$ cat config.mk
export PLATFORM = sky130hd
export DESIGN_NAME = midi_note_voice_allocator
export DESIGN_NICKNAME = d
export VERILOG_FILES = /design/src/hdl/mnva_pkg.sv /design/src/hdl/mnva_ctrl.sv /design/src/hdl/mnva_datapath.sv /design/src/hdl/midi_note_voice_allocator.sv
export VERILOG_INCLUDE_DIRS = /design/src /design/src/hdl
export SDC_FILE = /design/constraint.sdc
export NUM_CORES = 1
export LEC_CHECK = 0
export BUFFER_PORTS_ARGS = -buffer_cell sky130_fd_sc_hd__clkbuf_2
export CAP_MARGIN = 20
export CORE_MARGIN = 1.5
export CORE_UTILIZATION = 45
export DETAILED_ROUTE_END_ITERATION = 8
export PLACE_DENSITY = 0.67
export SYNTH_ARGS = -nofsm -noshare
export SYNTH_HDL_FRONTEND = slang
export SYNTH_SLANG_ARGS = --single-unit
$ cat constraint.sdc
create_clock -name clk -period 6.2 [get_ports clk]
set_input_delay 1.24 -clock clk [delete_from_list [all_inputs] [get_ports clk]]
set_output_delay 1.24 -clock clk [all_outputs]
set_load 0.05 [all_outputs]
$ cat src/hdl/assert_macros.svh
// Assertion shorthands shared by the allocator RTL.
// Each use expects signals named clk and rst in the including module.
`ifndef ASSERT_MACROS_SVH
`define ASSERT_MACROS_SVH

// Property must hold at every edge out of reset.
`define CHK(label, prop, msg) \
  label: assert property (@(posedge clk) disable iff (rst) (prop)) \
    else $error(msg);

// Condition on one edge implies a condition on the next edge.
`define CHK_NEXT(label, pre, post, msg) \
  label: assert property (@(posedge clk) disable iff (rst) (pre) |=> (post)) \
    else $error(msg);

`endif

$ cat src/hdl/mnva_pkg.sv
// Shared types and constants for the MIDI note voice allocator.
// Used by mnva_ctrl, mnva_datapath and the top level; no dependencies.
`default_nettype none

package mnva_pkg;

  localparam int VOICES_DEFAULT = 8;
  localparam int IN_W           = 8;
  localparam int NOTE_W         = 7;
  localparam int KIND_W         = 2;
  localparam int SLOT_W         = 3;
  localparam int PACK_SLOTS     = 8;
  localparam int ACT_W          = PACK_SLOTS * NOTE_W;
  localparam int OUT_FIELDS_W   = 1 + KIND_W + SLOT_W + 2 * NOTE_W + ACT_W;
  localparam int OUT_W          = ((OUT_FIELDS_W + 7) / 8) * 8;

  localparam logic [IN_W-1:0] STATUS_OFF = 8'd128;
  localparam logic [IN_W-1:0] STATUS_ON  = 8'd144;

  typedef enum logic [KIND_W-1:0] {
    EV_NONE     = 2'd0,
    EV_STORED   = 2'd1,
    EV_RELEASED = 2'd2,
    EV_NOMATCH  = 2'd3
  } event_kind_t;

  // MIDI parser phase
  typedef enum logic [2:0] {
    PH_IDLE = 3'b001,
    PH_NOTE = 3'b010,
    PH_VEL  = 3'b100
  } phase_t;

  // What the current byte asks of the slot file
  typedef enum logic [1:0] {
    DEC_NONE    = 2'd0,
    DEC_STORE   = 2'd1,
    DEC_RELEASE = 2'd2
  } dec_t;

  typedef enum logic [4:0] {
    ST_IDLE   = 5'b00001,
    ST_DECODE = 5'b00010,
    ST_ADV    = 5'b00100,
    ST_MATCH  = 5'b01000,
    ST_EMIT   = 5'b10000
  } ctl_state_t;

  typedef struct packed {
    logic load_byte;
    logic apply_decode;
    logic adv_step;
    logic match_step;
    logic emit;
  } cmd_t;

  typedef struct packed {
    dec_t dec;
    logic free_hit;
    logic adv_last;
    logic match_hit;
    logic match_last;
    logic out_free;
  } stat_t;

endpackage

`default_nettype wire

$ cat src/hdl/mnva_ctrl.sv
// Sequencer for the allocator: accept, decode, slot scan, result hand-off.
// Depends on mnva_pkg and assert_macros.svh.
`default_nettype none
`include "assert_macros.svh"

module mnva_ctrl (
  input  wire                  clk,
  input  wire                  rst,
  input  wire                  s_tvalid,
  output logic                 s_tready,
  input  wire mnva_pkg::stat_t stat,
  output mnva_pkg::cmd_t       cmd
);
  import mnva_pkg::*;

  ctl_state_t state, state_next;

  always_ff @(posedge clk) begin
    if (rst) begin
      state <= ST_IDLE;
    end else begin
      state <= state_next;
    end
  end

  always_comb begin
    state_next = state;
    cmd        = '0;
    s_tready   = 1'b0;
    unique case (state)
      ST_IDLE: begin
        s_tready = 1'b1;
        if (s_tvalid) begin
          cmd.load_byte = 1'b1;
          state_next    = ST_DECODE;
        end
      end
      ST_DECODE: begin
        cmd.apply_decode = 1'b1;
        unique case (stat.dec)
          DEC_STORE:   state_next = ST_ADV;
          DEC_RELEASE: state_next = ST_MATCH;
          default:     state_next = ST_EMIT;
        endcase
      end
      ST_ADV: begin
        cmd.adv_step = 1'b1;
        if (stat.free_hit || stat.adv_last) begin
          state_next = ST_EMIT;
        end
      end
      ST_MATCH: begin
        cmd.match_step = 1'b1;
        if (stat.match_hit || stat.match_last) begin
          state_next = ST_EMIT;
        end
      end
      ST_EMIT: begin
        if (stat.out_free) begin
          cmd.emit   = 1'b1;
          state_next = ST_IDLE;
        end
      end
      default: state_next = ST_IDLE;
    endcase
  end

  `CHK_NEXT(a_accept_decodes, s_tvalid && s_tready, state == ST_DECODE, "beat not decoded")
  `CHK(a_one_beat_inflight, !(s_tready && (cmd.emit || cmd.adv_step)), "accept while busy")
  `CHK_NEXT(a_emit_to_idle, cmd.emit, state == ST_IDLE, "emit did not return to idle")

endmodule

`default_nettype wire

$ cat src/hdl/mnva_datapath.sv
// Datapath: MIDI parser registers, voice slot file, scan counter, result register.
// Depends on mnva_pkg and assert_macros.svh; driven by mnva_ctrl commands.
`default_nettype none
`include "assert_macros.svh"

module mnva_datapath #(
  parameter int VOICES = mnva_pkg::VOICES_DEFAULT
) (
  input  wire                        clk,
  input  wire                        rst,
  input  wire  [mnva_pkg::IN_W-1:0]  s_tdata,
  output logic                       m_tvalid,
  input  wire                        m_tready,
  output logic [mnva_pkg::OUT_W-1:0] m_tdata,
  input  wire  mnva_pkg::cmd_t       cmd,
  output mnva_pkg::stat_t            stat
);
  import mnva_pkg::*;

  localparam int IDXW   = $clog2(VOICES);
  localparam int PACK_N = (VOICES < PACK_SLOTS) ? VOICES : PACK_SLOTS;
  localparam int PAD_W  = OUT_W - OUT_FIELDS_W;
  localparam logic [IDXW-1:0] LAST_IDX = IDXW'(VOICES - 1);

  // parser state
  logic [IN_W-1:0]   rx_byte;
  phase_t            phase, phase_next;
  logic              last_on, last_on_next;
  logic [NOTE_W-1:0] pending_note, pending_next;
  dec_t              dec;

  // slot file and scan
  logic [NOTE_W-1:0] voices [VOICES];
  logic [IDXW-1:0]   alloc_ptr;
  logic [IDXW-1:0]   cnt;
  logic [IDXW-1:0]   cnt_inc;
  logic [IDXW-1:0]   ptr_inc;
  logic [NOTE_W-1:0] scan_note;

  // result in progress
  logic              res_done;
  event_kind_t       res_kind;
  logic [SLOT_W-1:0] res_slot;
  logic [NOTE_W-1:0] res_note;
  logic [NOTE_W-1:0] res_vel;

  // result register
  logic              out_done;
  event_kind_t       out_kind;
  logic [SLOT_W-1:0] out_slot;
  logic [NOTE_W-1:0] out_note;
  logic [NOTE_W-1:0] out_vel;
  logic [ACT_W-1:0]  out_active;
  logic [ACT_W-1:0]  packed_slots;

  function automatic logic [SLOT_W-1:0] to_slot(input logic [IDXW-1:0] idx);
    logic [IDXW+SLOT_W-1:0] wide;
    wide = {{SLOT_W{1'b0}}, idx};
    return wide[SLOT_W-1:0];
  endfunction

  // byte decode against the parser phase
  always_comb begin
    phase_next   = phase;
    last_on_next = last_on;
    pending_next = pending_note;
    dec          = DEC_NONE;
    unique case (phase)
      PH_IDLE: begin
        if (rx_byte[IN_W-1]) begin
          if (rx_byte == STATUS_OFF || rx_byte == STATUS_ON) begin
            last_on_next = (rx_byte == STATUS_ON);
            phase_next   = PH_NOTE;
          end
        end else begin
          // running status: data byte is the note under the last status
          pending_next = rx_byte[NOTE_W-1:0];
          phase_next   = PH_VEL;
        end
      end
      PH_NOTE: begin
        if (!rx_byte[IN_W-1]) begin
          pending_next = rx_byte[NOTE_W-1:0];
          phase_next   = PH_VEL;
        end
      end
      PH_VEL: begin
        if (!rx_byte[IN_W-1]) begin
          phase_next = PH_IDLE;
          dec = (last_on && rx_byte[NOTE_W-1:0] != '0) ? DEC_STORE : DEC_RELEASE;
        end
      end
      default: phase_next = PH_IDLE;
    endcase
  end

  assign cnt_inc   = (cnt == LAST_IDX) ? '0 : cnt + IDXW'(1);
  assign ptr_inc   = (alloc_ptr == LAST_IDX) ? '0 : alloc_ptr + IDXW'(1);
  assign scan_note = voices[cnt];

  assign stat.dec        = dec;
  assign stat.free_hit   = (scan_note == '0);
  assign stat.adv_last   = (cnt == alloc_ptr);
  assign stat.match_hit  = (scan_note == res_note);
  assign stat.match_last = (cnt == LAST_IDX);
  assign stat.out_free   = !m_tvalid || m_tready;

  always_ff @(posedge clk) begin
    if (rst) begin
      phase        <= PH_IDLE;
      last_on      <= 1'b0;
      pending_note <= '0;
      alloc_ptr    <= '0;
      for (int k = 0; k < VOICES; k++) begin
        voices[k] <= '0;
      end
    end else begin
      if (cmd.apply_decode) begin
        phase        <= phase_next;
        last_on      <= last_on_next;
        pending_note <= pending_next;
        if (dec == DEC_STORE) begin
          voices[alloc_ptr] <= pending_note;
        end
      end
      if (cmd.adv_step && stat.free_hit) begin
        alloc_ptr <= cnt;
      end
      if (cmd.match_step && stat.match_hit) begin
        voices[cnt] <= '0;
      end
    end
  end

  // scan counter and result fields
  always_ff @(posedge clk) begin
    if (cmd.load_byte) begin
      rx_byte <= s_tdata;
    end
    if (cmd.apply_decode) begin
      res_done <= (dec != DEC_NONE);
      res_note <= (dec != DEC_NONE) ? pending_note : '0;
      res_vel  <= (dec != DEC_NONE) ? rx_byte[NOTE_W-1:0] : '0;
      res_slot <= (dec == DEC_STORE) ? to_slot(alloc_ptr) : '0;
      cnt      <= (dec == DEC_STORE) ? ptr_inc : '0;
      case (dec)
        DEC_STORE:   res_kind <= EV_STORED;
        DEC_RELEASE: res_kind <= EV_NOMATCH;
        default:     res_kind <= EV_NONE;
      endcase
    end
    if (cmd.adv_step && !stat.free_hit) begin
      cnt <= cnt_inc;
    end
    if (cmd.match_step) begin
      if (stat.match_hit) begin
        res_kind <= EV_RELEASED;
        res_slot <= to_slot(cnt);
      end else begin
        cnt <= cnt_inc;
      end
    end
  end

  always_comb begin
    packed_slots = '0;
    for (int k = 0; k < PACK_N; k++) begin
      packed_slots[k*NOTE_W +: NOTE_W] = voices[k];
    end
  end

  always_ff @(posedge clk) begin
    if (rst) begin
      m_tvalid <= 1'b0;
    end else if (cmd.emit) begin
      m_tvalid <= 1'b1;
    end else if (m_tready) begin
      m_tvalid <= 1'b0;
    end
  end

  always_ff @(posedge clk) begin
    if (cmd.emit) begin
      out_done   <= res_done;
      out_kind   <= res_kind;
      out_slot   <= res_slot;
      out_note   <= res_note;
      out_vel    <= res_vel;
      out_active <= packed_slots;
    end
  end

  assign m_tdata = {{PAD_W{1'b0}}, out_active, out_vel, out_note, out_slot, out_kind, out_done};

  `CHK(a_ptr_range, alloc_ptr <= LAST_IDX, "allocation pointer out of range")
  `CHK(a_done_kind, !m_tvalid || (out_done == (out_kind != EV_NONE)), "done and kind disagree")
  `CHK(a_nomatch_slot, !m_tvalid || out_kind != EV_NOMATCH || out_slot == '0, "bad miss slot")

endmodule

`default_nettype wire

$ cat src/hdl/midi_note_voice_allocator.sv
// MIDI note voice allocator. Takes one received MIDI byte per input beat and
// returns exactly one result beat per byte. Channel-1 note-on (144) and
// note-off (128) are parsed with running status; a note-on with nonzero
// velocity stores the note in the slot under the allocation pointer, which
// then moves to the next free slot (wrapping) or stays if none is free; a
// note-off or zero-velocity note-on clears the lowest slot with that note.
// A byte that completes no message is accepted, decoded and handed off; a
// note message also scans the slot register file between decode and
// hand-off, one slot per cycle.
// A new byte is taken while the previous result still waits on m_tready.
// Depends on mnva_pkg, mnva_ctrl and mnva_datapath.
`default_nettype none

module midi_note_voice_allocator #(
  parameter int VOICES = mnva_pkg::VOICES_DEFAULT
) (
  input  wire                        clk,
  input  wire                        rst,
  input  wire                        s_tvalid,
  output logic                       s_tready,
  input  wire  [mnva_pkg::IN_W-1:0]  s_tdata,  // rx_byte
  output logic                       m_tvalid,
  input  wire                        m_tready,
  // message_done, event_kind, slot_index, note_number, note_velocity,
  // active_notes, zero pad
  output logic [mnva_pkg::OUT_W-1:0] m_tdata
);
  import mnva_pkg::*;

  cmd_t  cmd;
  stat_t stat;

  mnva_ctrl u_ctrl (
    .clk      (clk),
    .rst      (rst),
    .s_tvalid (s_tvalid),
    .s_tready (s_tready),
    .stat     (stat),
    .cmd      (cmd)
  );

  mnva_datapath #(
    .VOICES (VOICES)
  ) u_datapath (
    .clk      (clk),
    .rst      (rst),
    .s_tdata  (s_tdata),
    .m_tvalid (m_tvalid),
    .m_tready (m_tready),
    .m_tdata  (m_tdata),
    .cmd      (cmd),
    .stat     (stat)
  );

endmodule

`default_nettype wire
==> impl_metrics.ini <==
[status]
status = complete, no violations

[worst_setup_path]
cp_top_family = flip-flops
critPathCaptureType = flip-flop
crit_buf_inv = 1
critPathLaunchType = flip-flop
cp_slowest_stage_delay_ns = 0.97
cp_cell_sequence = mux4_2 -> mux2i_1 -> xor2_1 -> nand4_1 -> nor3_4 -> buf_4 -> a41oi_1 -> o21ai_0
crit_arrival_ns = 4.17
crit_path_top_delay_cell = dfxtp_1
worst-path-max-fanout = 32
worstPathRequired_ns = 6.26
worst-setup-path-type = reg -> reg

[place]
dp_slack_ns = 2.15
dpl.hpwl_microns = 11400
gp_congestion = 0.909
io_buffers = 89

[timing]
clock_skew_ns = 0.00910
timing.hold.ws_ns = 0.420
fmax_mhz = 243
slew_headroom = 0.347
fin_crit_sh = 0.663
setup_viol = 0
slew_viol_final = 0
period_minus_slack_ns = 4.11
hold_viol_final = 0
fin_ws_ns = 2.09
rsz0062_at_grt = no
max_slew.worst_pin.slew_ns = 0.978
tns_ns = 0

[logic_synthesis]
synth_cells = 510
ys_warn_count = 0
syn_area_per_cell_sq_um = 14.5
synth_edf_count = 155
synth_ff_type = edfxtp_1
ys_async_sr_fraction = 0
synthesis.area_sq_um = 7400
ys_ff_latch = 183
yosysTopAreaCell = edfxtp_1
yosysUniqueCellTypes = 51
ys_seq_area_frac = 0.704
synth.area.top_cells = edfxtp_1, dfxtp_1, mux4_2
synth_top_area_frac = 0.629

[layout]
synthToLayoutAreaGrowth_pct = 15.8
final_nets = 609
antenna_cells = 0
fin_util = 0.536
layout-drive-gt1-share = 0.254

[clock_tree]
post_cts_buffers = 0
cts_buffer_depth = 2
clkTransAtPathRegs_ns = 0.07
cts_root_buffer = clkbuf_16
cts_tree = yes
cts_hold_buf = 0
htreeDepth = 4
numCtsBuffers = 17
clock-sinks = 183
clkLatencyLatePin_ns = 0.43
cts_resized = 0

[grt]
grt_max_degree = 51
overflow = 0
grt_pass1_vias = 4261
antenna_found_initial = 0
track_usage = 0.187
grt_pass1_wl_microns = 24300

[drt]
wl_per_cell_microns = 19.3
finalWirelength_microns = 15800
vias_per_cell = 5.54
vias = 4534
ant_nets = 0
drc = 0
first_iter_violations = 354
dr.pass1.iters = 5

[floorplan]
dieWidth_microns = 131
initial_core_util = 0.463
core_sq_um = 16000
ios = 94
die_area_sq_um = 17200
std_cell_rows = 46
die_height_microns = 131

[pwr]
ir_drop_mv = 0.190
leakage_nw = 3.03
power_density_nw_per_um2 = 309
total_power_mw = 2.65

[flow_run]
drv_cap = 0

[hold_path]
holdCritPathClass = reg -> reg
==> worst reg2reg max path: stages (launching register included) <==
cell,delay [ns]
dfxtp_1,0.97
mux4_2,0.61
mux2i_1,0.25
xor2_1,0.22
nand4_1,0.17
nor3_4,0.58
buf_4,0.42
a41oi_1,0.15
o21ai_0,0.36
==> through the flow <==
stage                     cells  area (sq um)
after global placement      787          7970
after detailed placement    787          7970
after CTS                   819          8580
after global routing        819          8580
after floorplan             513          7420
final                       819          8580
==> per-layer routing <==
metal	up-vias	share of wire	track usage
met5	-	0	0
met4	0	0.023	0.0679
met3	26	0.069	0.0505
met2	209	0.49	0.306
met1	2231	0.41	0.241
li1	2068	-	-
==> layout by cell type, fill, tap and decap left out, drive strengths merged, types with 14 or more instances in the layout <==
cell	count
nor2	57
inv	22
nand2	20
nand2b	16
nor4	36
dfxtp	28
mux2i	24
edfxtp	155
clkbuf	106
a21oi	14
==> cells by family (layout without fill, tap and decap cells) <==
group	Yosys count	after routing	share of synthesized area
AOI/OAI and AO/OA	43	43	0.0351
buffers and inverters	50	140	0.0367
adders and majority gates	7	7	0.0118
DFF	183	183	0.704
and+or+nand+nor	177	177	0.126
muxes	39	39	0.0735
xor gates and xnor gates	10	10	0.0118
other	1	4	0.000506
==> power by group <==
group,total [mW],switching [mW],internal (mW)
Combinational,0.179,0.107,0.0728
Clock,1.08,0.503,0.581
Sequential,1.39,0.0328,1.35
Total,2.65,0.642,2.01
==> area by class of cell <==
class                           instances  area [sq um]
Clock buffer                           17           425
Tap cell                              216           270
Multi-Input combinational cell        280          1940
Fill cell                            1368          7420
Clock inverter                         15           183
Inverter                               14          57.6
Timing Repair Buffer                   94           483
Sequential cell                       183          5220
==> synthesized netlist by cell type, types with 2 or more instances <==
cell type	instances
a31oi_1	7
o21ai_0	8
xnor2_1	5
buf_2	6
buf_1	2
edfxtp_1	155
mux2i_1	24
mux2_2	2
nor4_1	36
nand2b_1	16
o21ai_1	3
and3_1	3
mux4_2	12
dfxtp_1	28
inv_1	12
nand2_1	19
nand4_1	2
or3_1	3
clkbuf_1	15
buf_4	7
nor3_2	2
ha_1	7
a41oi_1	2
nor2_1	57
nand3_1	5
xor2_1	5
or2_2	4
nand3b_1	4
nor2b_1	13
buf_6	6
o21bai_1	2
nor4b_1	2
nor3_1	5
a21oi_1	14
==> flip-flops by register name (all words and copies together) (netlist names) <==
name	cells
u_datapath.last_on	1
u_datapath.m_tvalid	1
u_ctrl.state	5
u_datapath.voices	56
u_datapath.out_vel	7
u_datapath.res_note	7
u_datapath.out_note	7
u_datapath.phase	3
u_datapath.out_slot	3
u_datapath.cnt	3
m_tdata	56
u_datapath.res_vel	7
u_datapath.res_done	1
u_datapath.rx_byte	8
u_datapath.out_done	1
u_datapath.pending_note	7
u_datapath.alloc_ptr	3
u_datapath.res_slot	3
u_datapath.out_kind	2
u_datapath.res_kind	2
==> final timing paths <==
kind,startpoint,cells past startpoint,slack [ns],end
setup / recovery,u_datapath.cnt[0],8,2.09,u_datapath.voices[7][1]
hold reg to reg,u_datapath.res_vel[1],0,0.42,u_datapath.out_vel[1]
setup reg to reg,u_datapath.cnt[0],8,2.09,u_datapath.voices[7][1]
hold / removal,u_datapath.res_vel[1],0,0.42,u_datapath.out_vel[1]
(Power assumes the default switching activity.)
